## src/hw/rtl/sgfe_pkg.sv

```systemverilog
// Shared types and constants for the seven-bit group frame encoder.
package sgfe_pkg;

  localparam logic [7:0] StartMark = 8'h80;
  localparam logic [7:0] EndMark   = 8'h81;
  localparam logic [6:0] Low7Mask  = 7'h7F;
  localparam int unsigned GroupSize = 7;
  localparam logic [2:0] LastPos   = 3'(GroupSize - 1);

  typedef enum logic [2:0] {
    ST_IDLE,
    ST_START,
    ST_TOP,
    ST_DATA,
    ST_END
  } sgfe_state_e;

  typedef enum logic [1:0] {
    SEL_START,
    SEL_TOP,
    SEL_DATA,
    SEL_END
  } sgfe_sel_e;

  typedef struct packed {
    logic      load;
    logic      rd_step;
    sgfe_sel_e sel;
  } sgfe_cmd_t;

  typedef struct packed {
    logic need_start;
    logic flush;
    logic last;
    logic rd_at_end;
  } sgfe_status_t;

endpackage

```

## src/hw/rtl/sgfe_if.sv

```systemverilog
// Request channel interfaces for encoder input bytes and encoded output bytes.
interface sgfe_in_if;
  logic       valid;
  logic       ready;
  logic [7:0] data_byte;
  logic       frame_last;

  modport source (output valid, output data_byte, output frame_last, input ready);
  modport sink (input valid, input data_byte, input frame_last, output ready);
endinterface

interface sgfe_out_if;
  logic       valid;
  logic       ready;
  logic [7:0] out_byte;
  logic       run_last;

  modport source (output valid, output out_byte, output run_last, input ready);
  modport sink (input valid, input out_byte, input run_last, output ready);
endinterface

```

## src/hw/rtl/seven_bit_group_frame_encoder.sv

```systemverilog
// Top level of the seven-bit group frame encoder.
// First result: offered in the cycle after the request is accepted when it opens a frame (start
// marker); otherwise, if it flushes a group, ST_START hands over to ST_TOP for the top-bit byte.
// Flow: one request at a time; the controller returns to idle after each request's results,
// and results are held while out_o.ready is low.
// Reset: asynchronous active-low rst_ni clears frame state, group count and top bits;
// stored group bytes are not reset.
module seven_bit_group_frame_encoder import sgfe_pkg::*; (
  input  logic       clk_i,
  input  logic       rst_ni,
  sgfe_in_if.sink    in_i,
  sgfe_out_if.source out_o
);

  sgfe_cmd_t    cmd;
  sgfe_status_t status;

  sgfe_ctrl u_ctrl (
    .clk_i       (clk_i),
    .rst_ni      (rst_ni),
    .in_valid_i  (in_i.valid),
    .in_ready_o  (in_i.ready),
    .out_valid_o (out_o.valid),
    .out_ready_i (out_o.ready),
    .run_last_o  (out_o.run_last),
    .status_i    (status),
    .cmd_o       (cmd)
  );

  sgfe_dpath u_dpath (
    .clk_i        (clk_i),
    .rst_ni       (rst_ni),
    .cmd_i        (cmd),
    .data_byte_i  (in_i.data_byte),
    .frame_last_i (in_i.frame_last),
    .status_o     (status),
    .out_byte_o   (out_o.out_byte)
  );

  a_no_overlap: assert property (@(posedge clk_i) disable iff (!rst_ni)
    !(in_i.ready && out_o.valid))
    else $error("input accepted while results pending");

  a_end_is_last: assert property (@(posedge clk_i) disable iff (!rst_ni)
    (out_o.valid && cmd.sel == SEL_END) |-> out_o.run_last)
    else $error("end marker not flagged last");

  a_last_then_idle: assert property (@(posedge clk_i) disable iff (!rst_ni)
    (out_o.valid && out_o.ready && out_o.run_last) |=> (in_i.ready && !out_o.valid))
    else $error("results continue after final one");

  a_top_nonlast: assert property (@(posedge clk_i) disable iff (!rst_ni)
    (out_o.valid && cmd.sel == SEL_TOP) |-> !out_o.run_last)
    else $error("top-bit byte flagged last");

endmodule

```

## src/hw/rtl/sgfe_dpath.sv

```systemverilog
// Datapath: group byte store, top-bit gathering, frame state and output byte mux.
module sgfe_dpath import sgfe_pkg::*; (
  input  logic         clk_i,
  input  logic         rst_ni,
  input  sgfe_cmd_t    cmd_i,
  input  logic [7:0]   data_byte_i,
  input  logic         frame_last_i,
  output sgfe_status_t status_o,
  output logic [7:0]   out_byte_o
);

  logic [6:0] held_q [GroupSize];
  logic [6:0] top_bits_q, top_bits_d;
  logic [2:0] group_count_q, group_count_d;
  logic       in_frame_q, in_frame_d;
  logic [6:0] out_top_q;
  logic [2:0] end_idx_q;
  logic [2:0] rd_idx_q, rd_idx_d;
  logic       need_start_q, flush_q, last_q;
  logic [2:0] pos;
  logic [6:0] top_new;
  logic       flush_now;

  assign pos       = (group_count_q > LastPos) ? 3'd0 : group_count_q;
  assign top_new   = top_bits_q | ({6'd0, data_byte_i[7]} << (LastPos - pos));
  assign flush_now = (pos == LastPos) || frame_last_i;

  always_comb begin
    top_bits_d    = top_bits_q;
    group_count_d = group_count_q;
    in_frame_d    = in_frame_q;
    rd_idx_d      = rd_idx_q;
    if (cmd_i.load) begin
      in_frame_d = !frame_last_i;
      rd_idx_d   = 3'd0;
      if (flush_now) begin
        top_bits_d    = 7'd0;
        group_count_d = 3'd0;
      end else begin
        top_bits_d    = top_new;
        group_count_d = pos + 3'd1;
      end
    end else if (cmd_i.rd_step) begin
      rd_idx_d = rd_idx_q + 3'd1;
    end
  end

  always_ff @(posedge clk_i or negedge rst_ni) begin
    if (!rst_ni) begin
      top_bits_q    <= 7'd0;
      group_count_q <= 3'd0;
      in_frame_q    <= 1'b0;
      rd_idx_q      <= 3'd0;
      need_start_q  <= 1'b0;
      flush_q       <= 1'b0;
      last_q        <= 1'b0;
    end else begin
      top_bits_q    <= top_bits_d;
      group_count_q <= group_count_d;
      in_frame_q    <= in_frame_d;
      rd_idx_q      <= rd_idx_d;
      if (cmd_i.load) begin
        need_start_q <= !in_frame_q;
        flush_q      <= flush_now;
        last_q       <= frame_last_i;
      end
    end
  end

  always_ff @(posedge clk_i) begin
    if (cmd_i.load) begin
      held_q[pos] <= data_byte_i[6:0] & Low7Mask;
      out_top_q   <= top_new;
      end_idx_q   <= pos;
    end
  end

  assign status_o = '{
    need_start: need_start_q,
    flush:      flush_q,
    last:       last_q,
    rd_at_end:  (rd_idx_q == end_idx_q)
  };

  always_comb begin
    unique case (cmd_i.sel)
      SEL_START: out_byte_o = StartMark;
      SEL_TOP:   out_byte_o = {1'b0, out_top_q};
      SEL_DATA:  out_byte_o = {1'b0, held_q[rd_idx_q]};
      SEL_END:   out_byte_o = EndMark;
      default:   out_byte_o = EndMark;
    endcase
  end

endmodule

```

## src/hw/rtl/sgfe_ctrl.sv

```systemverilog
// Controller: sequences start marker, top-bit byte, group bytes and end marker.
module sgfe_ctrl import sgfe_pkg::*; (
  input  logic         clk_i,
  input  logic         rst_ni,
  input  logic         in_valid_i,
  output logic         in_ready_o,
  output logic         out_valid_o,
  input  logic         out_ready_i,
  output logic         run_last_o,
  input  sgfe_status_t status_i,
  output sgfe_cmd_t    cmd_o
);

  sgfe_state_e state_q, state_d;
  logic        out_fire;

  assign out_fire = out_valid_o && out_ready_i;

  always_comb begin
    state_d = state_q;
    unique case (state_q)
      ST_IDLE: begin
        if (in_valid_i) state_d = ST_START;
      end
      ST_START: begin
        if (!status_i.need_start) begin
          state_d = status_i.flush ? ST_TOP : ST_IDLE;
        end else if (out_fire) begin
          state_d = status_i.flush ? ST_TOP : ST_IDLE;
        end
      end
      ST_TOP: begin
        if (out_fire) state_d = ST_DATA;
      end
      ST_DATA: begin
        if (out_fire && status_i.rd_at_end) begin
          state_d = status_i.last ? ST_END : ST_IDLE;
        end
      end
      ST_END: begin
        if (out_fire) state_d = ST_IDLE;
      end
      default: state_d = ST_IDLE;
    endcase
  end

  always_comb begin
    in_ready_o  = 1'b0;
    out_valid_o = 1'b0;
    run_last_o  = 1'b0;
    cmd_o       = '{load: 1'b0, rd_step: 1'b0, sel: SEL_START};
    unique case (state_q)
      ST_IDLE: begin
        in_ready_o = 1'b1;
        cmd_o.load = in_valid_i;
      end
      ST_START: begin
        out_valid_o = status_i.need_start;
        run_last_o  = !status_i.flush;
      end
      ST_TOP: begin
        out_valid_o = 1'b1;
        cmd_o.sel   = SEL_TOP;
      end
      ST_DATA: begin
        out_valid_o   = 1'b1;
        run_last_o    = status_i.rd_at_end && !status_i.last;
        cmd_o.sel     = SEL_DATA;
        cmd_o.rd_step = out_ready_i && !status_i.rd_at_end;
      end
      ST_END: begin
        out_valid_o = 1'b1;
        run_last_o  = 1'b1;
        cmd_o.sel   = SEL_END;
      end
      default: begin
        out_valid_o = 1'b0;
      end
    endcase
  end

  always_ff @(posedge clk_i or negedge rst_ni) begin
    if (!rst_ni) begin
      state_q <= ST_IDLE;
    end else begin
      state_q <= state_d;
    end
  end

endmodule
```

## src/flat_wrapper.sv

```systemverilog
// flat-port wrapper written by rule: the top's interface ports become plain ports
module seven_bit_group_frame_encoder_flat import sgfe_pkg::*;
  (clk_i, rst_ni, in_i_valid, in_i_data_byte, in_i_frame_last, in_i_ready, out_o_valid, out_o_out_byte, out_o_run_last, out_o_ready);
  sgfe_in_if in_i_i ();
  sgfe_out_if out_o_i ();
  input  logic clk_i;
  input  logic rst_ni;
  input wire logic [$bits(in_i_i.valid)-1:0] in_i_valid;
  input wire logic [$bits(in_i_i.data_byte)-1:0] in_i_data_byte;
  input wire logic [$bits(in_i_i.frame_last)-1:0] in_i_frame_last;
  output wire logic [$bits(in_i_i.ready)-1:0] in_i_ready;
  output wire logic [$bits(out_o_i.valid)-1:0] out_o_valid;
  output wire logic [$bits(out_o_i.out_byte)-1:0] out_o_out_byte;
  output wire logic [$bits(out_o_i.run_last)-1:0] out_o_run_last;
  input wire logic [$bits(out_o_i.ready)-1:0] out_o_ready;
  assign in_i_i.valid = in_i_valid;
  assign in_i_i.data_byte = in_i_data_byte;
  assign in_i_i.frame_last = in_i_frame_last;
  assign in_i_ready = in_i_i.ready;
  assign out_o_valid = out_o_i.valid;
  assign out_o_out_byte = out_o_i.out_byte;
  assign out_o_run_last = out_o_i.run_last;
  assign out_o_i.ready = out_o_ready;
  seven_bit_group_frame_encoder u_core (.clk_i(clk_i), .rst_ni(rst_ni), .in_i(in_i_i), .out_o(out_o_i));
endmodule
```

## config.mk

```make
export PLATFORM = sky130hd
export DESIGN_NAME = seven_bit_group_frame_encoder_flat
export DESIGN_NICKNAME = d
export VERILOG_FILES = /design/src/hw/rtl/sgfe_pkg.sv /design/src/hw/rtl/sgfe_if.sv /design/src/hw/rtl/seven_bit_group_frame_encoder.sv /design/src/hw/rtl/sgfe_dpath.sv /design/src/hw/rtl/sgfe_ctrl.sv /design/src/flat_wrapper.sv
export SDC_FILE = /design/constraint.sdc
export NUM_CORES = 1
export LEC_CHECK = 0
export ABC_AREA = 0
export BUFFER_PORTS_ARGS = -buffer_cell sky130_fd_sc_hd__buf_2
export CAP_MARGIN = 20
export CORE_ASPECT_RATIO = 1.25
export CORE_UTILIZATION = 25
export CTS_BUF_LIST = sky130_fd_sc_hd__clkbuf_4 sky130_fd_sc_hd__clkbuf_8
export CTS_CLUSTER_SIZE = 20
export DETAILED_ROUTE_END_ITERATION = 12
export SYNTH_ARGS = -nofsm -noshare
export SYNTH_HDL_FRONTEND = slang
export SYNTH_HIERARCHICAL = 1
export SYNTH_SLANG_ARGS = --single-unit
```

## constraint.sdc

```tcl
create_clock -name clk_i -period 2.8 [get_ports clk_i]
set_input_delay 0.56 -clock clk_i [delete_from_list [all_inputs] [get_ports clk_i]]
set_output_delay 0.56 -clock clk_i [all_outputs]
set_load 0.005 [all_outputs]
```

# After elaboration in Yosys (flattened, before gate mapping)
# Memories as Yosys holds them, arrays and structs flattened.
# Index checks and enable logic that the tools add are counted.
# totals
ff_bits,30
latch_bits,0
ram_bits,49
romBits,0
input_bits,13
out_inout_bits,11
word_cells,69
memories,1
# classes
n_addsub,3
multipliers,0
n_div,0
order_cmp,1
eq_ne,14
shifts,1
muxes,23
bitwise_logic,1
n_reduce_logical,15
# memory_table
memory,words,width,read_ports,rd_ports_with_merged_regs,wr,line,source
u_core.u_dpath.held_q,7,7,1,0,1,sgfe_dpath.sv:12,logic [6:0] held_q [GroupSize];
# op_table
operator,n
3-bit two-way mux,11
8-bit case mux with 4 select lines,1
3-bit case mux with 5 select lines,1
"2-bit inequality test, second input constant",4
7-bit two-way mux,1
7-bit OR,1
1-bit by 3-bit left shift with 7-bit output,1
"3-bit by 1-bit adder with 3-bit output, second input constant",2
"3-bit by 2-bit == test with 1-bit output, second input constant",2
"3-bit == test, second input constant",2
2-bit case mux with 3 select lines,1
1-bit zero test,5
1-bit two-way mux,5
5-bit AND reduction,1
"2-bit == test, second input constant",2
1-bit logical AND,4
"3-bit by 1-bit == test with 1-bit output, second input constant",1
3-bit == test,1
"3-bit > comparator, second input constant",1
3-bit zero test,1
"3-bit inequality test, second input constant",1
1-bit case mux with 3 select lines,1
3-bit OR reduction,1
"3-bit subtractor, first input constant",1
6 further kinds,6

# Logic depth before layout (Yosys ltp)
# Gate-level depths: netlist of run 1.
# depth
ltp_word,7
depth_mapped,9
depth_no_buf,8

# Hierarchy
# Netlist of run 1, hierarchy kept.
# modules_own_cells
module,n_inst,cells_each,area_per_inst_um2,seq_area_each_um2
sgfe_dpath,1,223,3274.4,2197.1
sgfe_ctrl,1,32,251.5,75.1

# Worst setup path after synthesis of run 1
# Ideal clock, no wire load.
# synth_timing
path_type,register to register
start,register u_core.u_ctrl.state_q[1]
end,"memory u_core.u_dpath.held_q[1][0], enable pin"
setup_time_ns,0.390
arrival_ns,2.225
required_ns,2.410
setup_slack_ns,0.185
stages_incl_launch_ff,7
n_path_buf,2
synth_period_minus_slack_ns,2.615
path_cell_list,dfrtp_1 buf_6 nor3_1 and2_1 inv_1 clkbuf_1 nor4_1
# synth_lines
item,line,source
"start, declared",sgfe_ctrl.sv:14,"sgfe_state_e state_q, state_d;"
"start signal, assigned",sgfe_ctrl.sv:86,state_q <= state_d;
"end, declared",sgfe_dpath.sv:12,

==> results.json, run 1 <==
{
  "cts_tree": "built",
  "drv_cap": 0,
  "power_switching_mw": 1.286,
  "cp_max_fo": 7,
  "ctsHoldBuffers": 0,
  "critPathBufInv": 2,
  "p_comb_share_pct": 37.8,
  "worstMarginPinSlew_ns": 0.5667,
  "slew_headroom_pct": 62.14,
  "netlist_instances": 255,
  "syn_avg_cell_area_um2": 13.83,
  "nets": 310,
  "yosysWarnings": 6,
  "grt-ovfl-total": 0,
  "finalCritPeriodShare_pct": 101.5,
  "grt_setup_unrepaired": "true",
  "p_seq_share_pct": 42.9,
  "dp_hpwl_mm": 5.020,
  "dr.first_iter.drc_count": 180,
  "finalHoldViolCount": 0,
  "ys_types": 49,
  "seqCellArea_um2": 2275,
  "period_minus_slack_ns": 2.843,
  "setup_slack_ns": -0.04258,
  "grt_first_pass_wirelength_mm": 11.60,
  "synth_top_area_share_pct": 50.25,
  "finalSetupViolCount": 1,
  "synth_seq_cells": 79,
  "crit_path_end_kind": "output pin",
  "final_layout_size_suffix_gt1_share_pct": 29.93,
  "fp.dieArea_um2": 14590,
  "start_kind": "flop",
  "antennaDiodeCount": 0,
  "fin_util_pct": 29.98,
  "worstSetupPathType": "reg -> out",
  "gr-usage-all-layers_pct": 10.96,
  "io-pin-count": 24,
  "status": "finished, violations left",
  "syn-cell-area_um2": 3526,
  "irDropWorstVdd_uv": 237.5,
  "design_power_total_mw": 3.712,
  "finalClockSkew_ns": 0.008795,
  "clk_latency_ns": 0.35,
  "p_clk_share_pct": 19.3,
  "path_clk_slew_ns": 0.08,
  "routedWlPerCell_um": 15.46,
  "p_per_area_nw_per_um2": 896.2,
  "power.leakage_nw": 1.550,
  "hp-class": "in -> async",
  "synth-edff-count": 59,
  "num_vias": 2200,
  "cts_made_buffers": 9,
  "gp_congestion": 0.7577,
  "switching_share_pct": 34.66,
  "yosysSeqAreaShare_pct": 64.44,
  "clock_sinks": 79,
  "violations": "setup timing",
  "final_cells": 469,
  "place_inst": 445,
  "grt_pass1_vias": 2180,
  "core_area_um2": 13810,
  "synthFlopType": "edfxtp_1",
  "portBuffers": 23,
  "max_freq_mhz": 351.8,
  "wl_mm": 7.252,
  "initial_utilization_pct": 25.53,
  "critPathTopFamily": "simple AND/OR/NAND/NOR gates",
  "clockBufferDepth": 2,
  "intPower_mw": 2.425,
  "cp.arrival_ns": 2.28,
  "async_reset_ff_share_pct": 25.32,
  "multiInputGateArea_um2": 1187,
  "critPathMaxStageDelay_ns": 0.45,
  "cp_cell_sequence": "xnor2_2 -> nor2_4 -> inv_2 -> ha_4 -> or3b_4 -> o22a_1 -> a31oi_1 -> buf_2",
  "ant_nets": 0,
  "crit_required_ns": 2.24,
  "root_buffer": "clkbuf_8",
  "core.rowCount": 48,
  "fillers": 1385,
  "synth.net_count": 275,
  "die_w_um": 108.2,
  "synth_top_area_cell": "edfxtp_1",
  "synthTopCellsByArea": "edfxtp_1 50%, dfrtp_1 14%, mux2i_1 4.8%",
  "grt_max_degree": 23,
  "slew_viol_final": 0,
  "h-tree-depth": 3,
  "dieHeight_um": 134.8,
  "cpMaxStageDelayCell": "dfrtp_2",
  "syn_to_final_growth_pct": 17.46,
  "drt-vias-per-instance": 4.691,
  "drc_errors": 0,
  "antenna_found_initial": 0,
  "drtPass1Iterations": 5
}
## worst reg2reg max path: stages (launching register included)
cell	delay, ns
dfrtp_1	0.43
buf_4	0.16
buf_4	0.13
nor3_1	0.21
and2_1	0.18
inv_1	0.17
nor2_1	0.17
and3_1	0.47
## worst paths after layout
kind	from	to	slack (ns)	cells past startpoint
setup / recovery	u_core/u_ctrl/state_q[1]	out_o_out_byte[0]	-0.04	8
hold / removal	rst_ni	u_core/u_ctrl/state_q[0]	0.16	1
setup reg to reg	u_core/u_ctrl/state_q[0]	u_core/u_dpath/held_q[5][5]	0.53	7
hold reg to reg	u_core/u_dpath/top_bits_q[0]	u_core/u_dpath/top_bits_q[0]	0.50	2
max in group asynchronous	rst_ni	u_core/u_ctrl/state_q[1]	2.28	1
min in group clk_i	in_i_frame_last	u_core/u_dpath/in_frame_q	0.46	2
## cell usage in the layout (no fill, tap or decap), types with 6 or more instances in the layout
cell type / Yosys / routed
clkbuf_8: 0 / 9
inv_1: 8 / 7
buf_2: 8 / 23
edfxtp_1: 59 / 59
buf_4: 5 / 19
dfrtp_1: 20 / 18
nand2_1: 11 / 8
nor2_1: 16 / 13
o22a_2: 6 / 6
a21oi_1: 11 / 9
mux2i_1: 17 / 17
a222oi_1: 6 / 6
## state kept, by name, indices dropped and copies added (netlist names), 3 cells and up
name	flops
u_core/u_dpath/rd_idx_q	3
u_core/u_dpath/held_q	49
u_core/u_dpath/top_bits_q	7
u_core/u_dpath/group_count_q	3
u_core/u_ctrl/state_q	3
u_core/u_dpath/end_idx_q	3
u_core/u_dpath/out_top_q	7
## through the flow
step / setup TNS, ns / instance area [µm²] / hold WS [ns] / setup WS [ns]
after detailed placement: 0 / 3827 / 0.4899 / 0.1009
final: -0.04258 / 4141 / 0.1574 / -0.04258
after global placement: 0 / 3827 / 0.4779 / 0.1523
after floorplan: 0 / 3526 / 0.2644 / 0.1851
after CTS: -0.04524 / 4115 / 0.1598 / -0.03327
after global routing: -0.5624 / 4141 / 0.1822 / -0.1225
## routing by layer
layer / track usage (%) / vias to the layer above / routed length (µm)
met1: 11.52 / 1098 / 2850
met2: 19.53 / 57 / 3938
li1: - / 1034 / -
met4: 6.621 / 0 / 162
met5: 0 / - / 0
met3: 2.654 / 11 / 300
## power by group through the flow
stage,clock (mW),combinational [mW],sequential [mW]
after global placement,0,1.18,1.60
after detailed placement,0,1.19,1.61
after global routing,0.789,1.54,1.62
final,0.715,1.40,1.59
after CTS,0.743,1.38,1.59
after floorplan,0,0.968,1.49
## logic make-up after synthesis
| family | Yosys count | share of synthesized area (%) |
|---|---|---|
| AOI/OAI and AO/OA | 54 | 11.50 |
| xor gates and xnor gates | 7 | 1.739 |
| adders and majority gates | 7 | 2.484 |
| buffers and inverters | 27 | 4.116 |
| DFF | 79 | 64.44 |
| muxes | 26 | 7.700 |
| and+or+nand+nor | 55 | 8.020 |
## synth_stat cells (all sizes together), types with 2 or more instances
master	number
mux2i	17
o21ai	4
inv	8
a31oi	4
nand3b	2
o31ai	3
a41oi	2
nand3	2
nand2	11
nor3	4
nand2b	2
a31o	5
a222oi	6
xnor2	3
buf	16
a21o	4
xor2	4
and2	4
and3	5
dfrtp	20
nor2	16
nor2b	3
clkbuf	3
a21oi	11
edfxtp	59
ha	7
o22a	7
mux2	9
## cell type report
type | instances | share of cell area, %
flip-flops and latches | 79 | 54.92
inverters | 8 | 0.7251
clock buffers | 9 | 2.991
multi-input cells | 149 | 28.67
repair buffers | 43 | 6.495
clock inverters | 6 | 0.9063
well taps | 175 | 5.287
## repair_timing
item / in CTS / in global routing
pin swaps: 9 / 8
setup buffers: 8 / 1
resized for setup: 18 / 5
hold endpoints to repair: 0 / 0
setup endpoints to repair: 7 / 7
Note: power is estimated with default switching activity, not from simulation.
==> run 2, diff against run 1 <==
- SKIP_CTS_REPAIR_TIMING: default -> 1
==> results.json, run 2 (synthesis results as in run 1) <==
{
  "cts_made_buffers": 9,
  "power_switching_mw": 1.254,
  "grt-ovfl-total": 0,
  "nets": 307,
  "finalClockSkew_ns": 0.008509,
  "intPower_mw": 2.357,
  "violations": "setup timing",
  "largest_register_ffs": 49,
  "p_seq_share_pct": 44.2,
  "routedWlPerCell_um": 15.38,
  "antenna_found_initial": 0,
  "clock_sinks": 79,
  "cpMaxStageDelayCell": "dfrtp_2",
  "switching_share_pct": 34.72,
  "irDropWorstVdd_uv": 221.3,
  "worstMarginPinSlew_ns": 0.5646,
  "final_cells": 466,
  "final_common_cell": "edfxtp_1",
  "rr_startpoint": "u_core/u_ctrl/state_q[1]",
  "grt_setup_unrepaired": "true",
  "power.leakage_nw": 1.532,
  "p_comb_share_pct": 35.9,
  "critPathMaxStageDelay_ns": 0.46,
  "drtPass1Iterations": 4,
  "initial_utilization_pct": 25.53,
  "hp-class": "in -> async",
  "grt_pass1_vias": 2103,
  "r2r_cells": 6,
  "ant_nets": 0,
  "reg.largest.list": "u_core/u_dpath/held_q x49, u_core/u_dpath/out_top_q x7, u_core/u_dpath/top_bits_q x7",
  "cts_tree": "built",
  "io-pin-count": 24,
  "slew_headroom_pct": 62.28,
  "worstSetupPathType": "reg -> out",
  "dp_hpwl_mm": 5.020,
  "portBuffers": 23,
  "cp_cell_sequence": "xnor2_2 -> nor2_4 -> inv_2 -> ha_4 -> or3b_4 -> o22a_1 -> a31oi_1 -> buf_2",
  "p_per_area_nw_per_um2": 880.1,
  "dieHeight_um": 134.8,
  "drv_cap": 0,
  "crit_required_ns": 2.24,
  "grt_first_pass_wirelength_mm": 11.25,
  "period_minus_slack_ns": 2.824,
  "core.rowCount": 48,
  "core_area_um2": 13810,
  "max_freq_mhz": 354.1,
  "start_kind": "flop",
  "root_buffer": "clkbuf_8",
  "drt-vias-per-instance": 4.614,
  "drc_errors": 0,
  "wl_mm": 7.168,
  "regMostFlops": "u_core/u_dpath/held_q",
  "cp.arrival_ns": 2.26,
  "die_w_um": 108.2,
  "clockBufferDepth": 2,
  "fillers": 1384,
  "setup_slack_ns": -0.02401,
  "place_inst": 445,
  "design_power_total_mw": 3.611,
  "gr-usage-all-layers_pct": 10.67,
  "p_clk_share_pct": 19.9,
  "clk_latency_ns": 0.36,
  "whs_ns": 0.1544,
  "slew_viol_final": 0,
  "finalHoldViolCount": 0,
  "r2r_slack_ns": 0.56,
  "r2r-end": "u_core/u_dpath/held_q[5][5]",
  "status": "finished, violations left",
  "finalCritPeriodShare_pct": 100.9,
  "cp_max_fo": 7,
  "final_cell_mix": "59 x edfxtp_1, 23 x buf_2, 17 x mux2i_1, 17 x buf_4, 17 x dfrtp_1",
  "antennaDiodeCount": 0,
  "crit_path_end_kind": "output pin",
  "h-tree-depth": 3,
  "num_vias": 2150,
  "grt_max_degree": 23,
  "fp.dieArea_um2": 14590,
  "dr.first_iter.drc_count": 175,
  "post-place-ws_ns": 0.1009,
  "gp_congestion": 0.7577,
  "final_layout_size_suffix_gt1_share_pct": 29.21,
  "syn_to_final_growth_pct": 16.36,
  "finalSetupViolCount": 2,
  "path_clk_slew_ns": 0.08
}
run 2: power groups by stage:
stage	sequential (mW)	combinational (mW)	clock (mW)
6_report	1.60	1.30	0.719
5_1_grt	1.62	1.43	0.789
4_1_cts	1.59	1.20	0.743
3_5_place_dp	1.61	1.19	0
3_3_place_gp	1.60	1.18	0
2_1_floorplan	1.49	0.968	0
run 2: worst max-delay path, delay by kind of cell, from the launching register on:
family                   cells  cell delay [ns]
buffers and inverters        2             0.21
flip-flops                   1             0.46
AND/OR/NAND/NOR              2             0.49
AO/OA/AOI/OAI                2             0.38
XOR/XNOR                     1             0.22
adder cells (fa/ha/maj)      1             0.14
run 2: per-stage QoR:
step            TNS, ns  util, %  cell area [µm²]
3_3_place_gp          0    27.71             3827
6_report       -0.02762    29.70             4103
3_5_place_dp          0    27.71             3827
5_1_grt         -0.5159    29.70             4103
2_1_floorplan         0        -             3526
4_1_cts          -1.654    28.88             3989
run 2: worst max-delay path by stage:
| stage | from | to | slack [ns] | depth (start not counted) |
|---|---|---|---|---|
| after CTS | u_core/u_ctrl/state_q[0] | out_o_out_byte[0] | -0.30 | 8 |
| after floorplan | u_core/u_ctrl/state_q[1] | u_core/u_dpath/held_q[1][0] | 0.19 | 6 |
| after detailed placement | u_core/u_ctrl/state_q[0] | out_o_out_byte[0] | 0.10 | 8 |
| after global routing | u_core/u_ctrl/state_q[2] | out_o_out_byte[0] | -0.12 | 8 |
| final | u_core/u_ctrl/state_q[2] | out_o_out_byte[0] | -0.02 | 8 |
| after global placement | u_core/u_ctrl/state_q[0] | out_o_out_byte[0] | 0.15 | 8 |
run 2: area by class of cell:
class	instances	area (µm²)	share of cell area [%]
clock buffers	9	123.9	3.019
clock inverters	6	37.54	0.9149
inverters	8	30.03	0.7319
multi-input cells	149	1174	28.61
flip-flops and latches	79	2276	55.47
well taps	175	219.0	5.337
repair buffers	40	242.7	5.916
run 2: layer usage:
metal | part of all wire (%) | vias up | global-route usage [%] | wire (µm)
met3 | 3.6 | 17 | 2.654 | 258
li1 | - | 1031 | - | -
met4 | 2.4 | 0 | 6.088 | 173
met1 | 41 | 1058 | 11.49 | 2910
met2 | 53 | 44 | 18.79 | 3825
met5 | 0 | - | 0 | 0
==> run 3, diff against run 2 <==
- RECOVER_POWER: default -> 50
==> results.json, run 3 (synthesis results as in run 1) <==
{
  "status": "finished, violations left",
  "violations": "setup timing",
  "dieHeight_um": 134.8,
  "drv_cap": 0,
  "worstSetupPathType": "reg -> out",
  "cts_tree": "built",
  "slew_headroom_pct": 23.78,
  "h-tree-depth": 3,
  "wl_mm": 7.147,
  "largest_register_ffs": 49,
  "cts_made_buffers": 9,
  "p_seq_share_pct": 44.4,
  "syn_to_final_growth_pct": 15.86,
  "grt_first_pass_wirelength_mm": 11.25,
  "portBuffers": 23,
  "power.leakage_nw": 1.501,
  "grt_max_degree": 23,
  "gr-usage-all-layers_pct": 10.67,
  "io-pin-count": 24,
  "nets": 307,
  "root_buffer": "clkbuf_8",
  "slew_viol_final": 0,
  "cp.arrival_ns": 2.26,
  "finalClockSkew_ns": 0.008577,
  "path_clk_slew_ns": 0.08,
  "p_per_area_nw_per_um2": 880.8,
  "max_freq_mhz": 354.1,
  "grt-ovfl-total": 0,
  "num_vias": 2140,
  "drc_errors": 0,
  "clock_sinks": 79,
  "die_w_um": 108.2,
  "setup_slack_ns": -0.02385,
  "irDropWorstVdd_uv": 221.3,
  "p_clk_share_pct": 19.9,
  "clk_latency_ns": 0.36,
  "p_comb_share_pct": 35.7,
  "routedWlPerCell_um": 15.34,
  "core_area_um2": 13810,
  "post-place-ws_ns": 0.1009,
  "period_minus_slack_ns": 2.824,
  "power_switching_mw": 1.253,
  "reg.largest.list": "u_core/u_dpath/held_q x49, u_core/u_dpath/out_top_q x7, u_core/u_dpath/top_bits_q x7",
  "finalCritPeriodShare_pct": 100.9,
  "finalHoldViolCount": 0,
  "whs_ns": 0.4053,
  "regMostFlops": "u_core/u_dpath/held_q",
  "dr.first_iter.drc_count": 183,
  "core.rowCount": 48,
  "crit_path_end_kind": "output pin",
  "drt-vias-per-instance": 4.592,
  "cp_max_fo": 7,
  "initial_utilization_pct": 25.53,
  "antenna_found_initial": 0,
  "antennaDiodeCount": 0,
  "crit_required_ns": 2.24,
  "finalSetupViolCount": 2,
  "worstMarginPinSlew_ns": 1.143,
  "start_kind": "flop",
  "intPower_mw": 2.346,
  "grt_setup_unrepaired": "true",
  "grt_pass1_vias": 2103,
  "dpl-instance-area_um2": 3827,
  "switching_share_pct": 34.82,
  "drtPass1Iterations": 5,
  "gp_congestion": 0.7577,
  "clockBufferDepth": 2,
  "hp-class": "in -> async",
  "ant_nets": 0,
  "stdcell_area_um2": 4085,
  "final_common_cell": "edfxtp_1",
  "fin_setup_tns_ns": -0.02767,
  "final_cell_mix": "59 x edfxtp_1, 17 x mux2i_1, 17 x dfrtp_1, 15 x buf_2, 15 x buf_4",
  "final_layout_size_suffix_gt1_share_pct": 25.77,
  "dp_hpwl_mm": 5.020,
  "fp.dieArea_um2": 14590
}
run 3: changes by cell type in the layout (fill, tap and decap cells not counted), sizes merged:
cell,before,now
clkbuf,9,19
buf,40,30
run 3: critical path, stage by stage, from the launching register on:
cell,delay (ns)
dfrtp_2,0.46
xnor2_2,0.22
nor2_4,0.05
inv_2,0.07
ha_4,0.14
or3b_4,0.44
o22a_1,0.23
a31oi_1,0.15
buf_2,0.14
run 3: power by group through the flow:
stage | logic, mW | registers, mW | clock network, mW
after floorplan | 0.968 | 1.49 | 0
after global placement | 1.18 | 1.60 | 0
after detailed placement | 1.19 | 1.61 | 0
after CTS | 1.20 | 1.59 | 0.743
after global routing | 1.41 | 1.62 | 0.789
final | 1.28 | 1.60 | 0.718
run 3: per-stage QoR:
stage / total power [mW] / std cells / util, %
2_1_floorplan: 2.461 / 255 / -
3_3_place_gp: 2.782 / 445 / 27.71
3_5_place_dp: 2.805 / 445 / 27.71
4_1_cts: 3.529 / 460 / 28.88
5_1_grt: 3.826 / 466 / 29.57
6_report: 3.598 / 466 / 29.57
run 3: worst paths after layout:
check | start | slack, ns | depth (start not counted) | end
hold reg to reg | u_core/u_dpath/top_bits_q[0] | 0.50 | 2 | u_core/u_dpath/top_bits_q[0]
setup / recovery | u_core/u_ctrl/state_q[2] | -0.02 | 8 | out_o_out_byte[0]
min in group clk_i | in_i_frame_last | 0.46 | 2 | u_core/u_dpath/in_frame_q
setup reg to reg | u_core/u_ctrl/state_q[1] | 0.54 | 6 | u_core/u_dpath/held_q[5][5]
max in group asynchronous | rst_ni | 1.63 | 1 | u_core/u_ctrl/state_q[1]
hold / removal | rst_ni | 0.41 | 1 | u_core/u_ctrl/state_q[0]
run 3: final cells by class:
type                            count  area (µm²)
Timing Repair Buffer               40       225.2
Inverter                            8       30.03
Multi-Input combinational cell    149        1174
Tap cell                          175       219.0
Fill cell                        1391        9728
Sequential cell                    79        2276
Clock buffer                        9       123.9
Clock inverter                      6       37.54
run 3: metal layers:
metal / vias up / share of wire (%) / global-route usage, %
li1: 1032 / - / -
met1: 1043 / 41 / 11.49
met2: 51 / 53 / 18.79
met3: 14 / 3.7 / 2.654
met4: 0 / 2.1 / 6.088
met5: - / 0 / 0
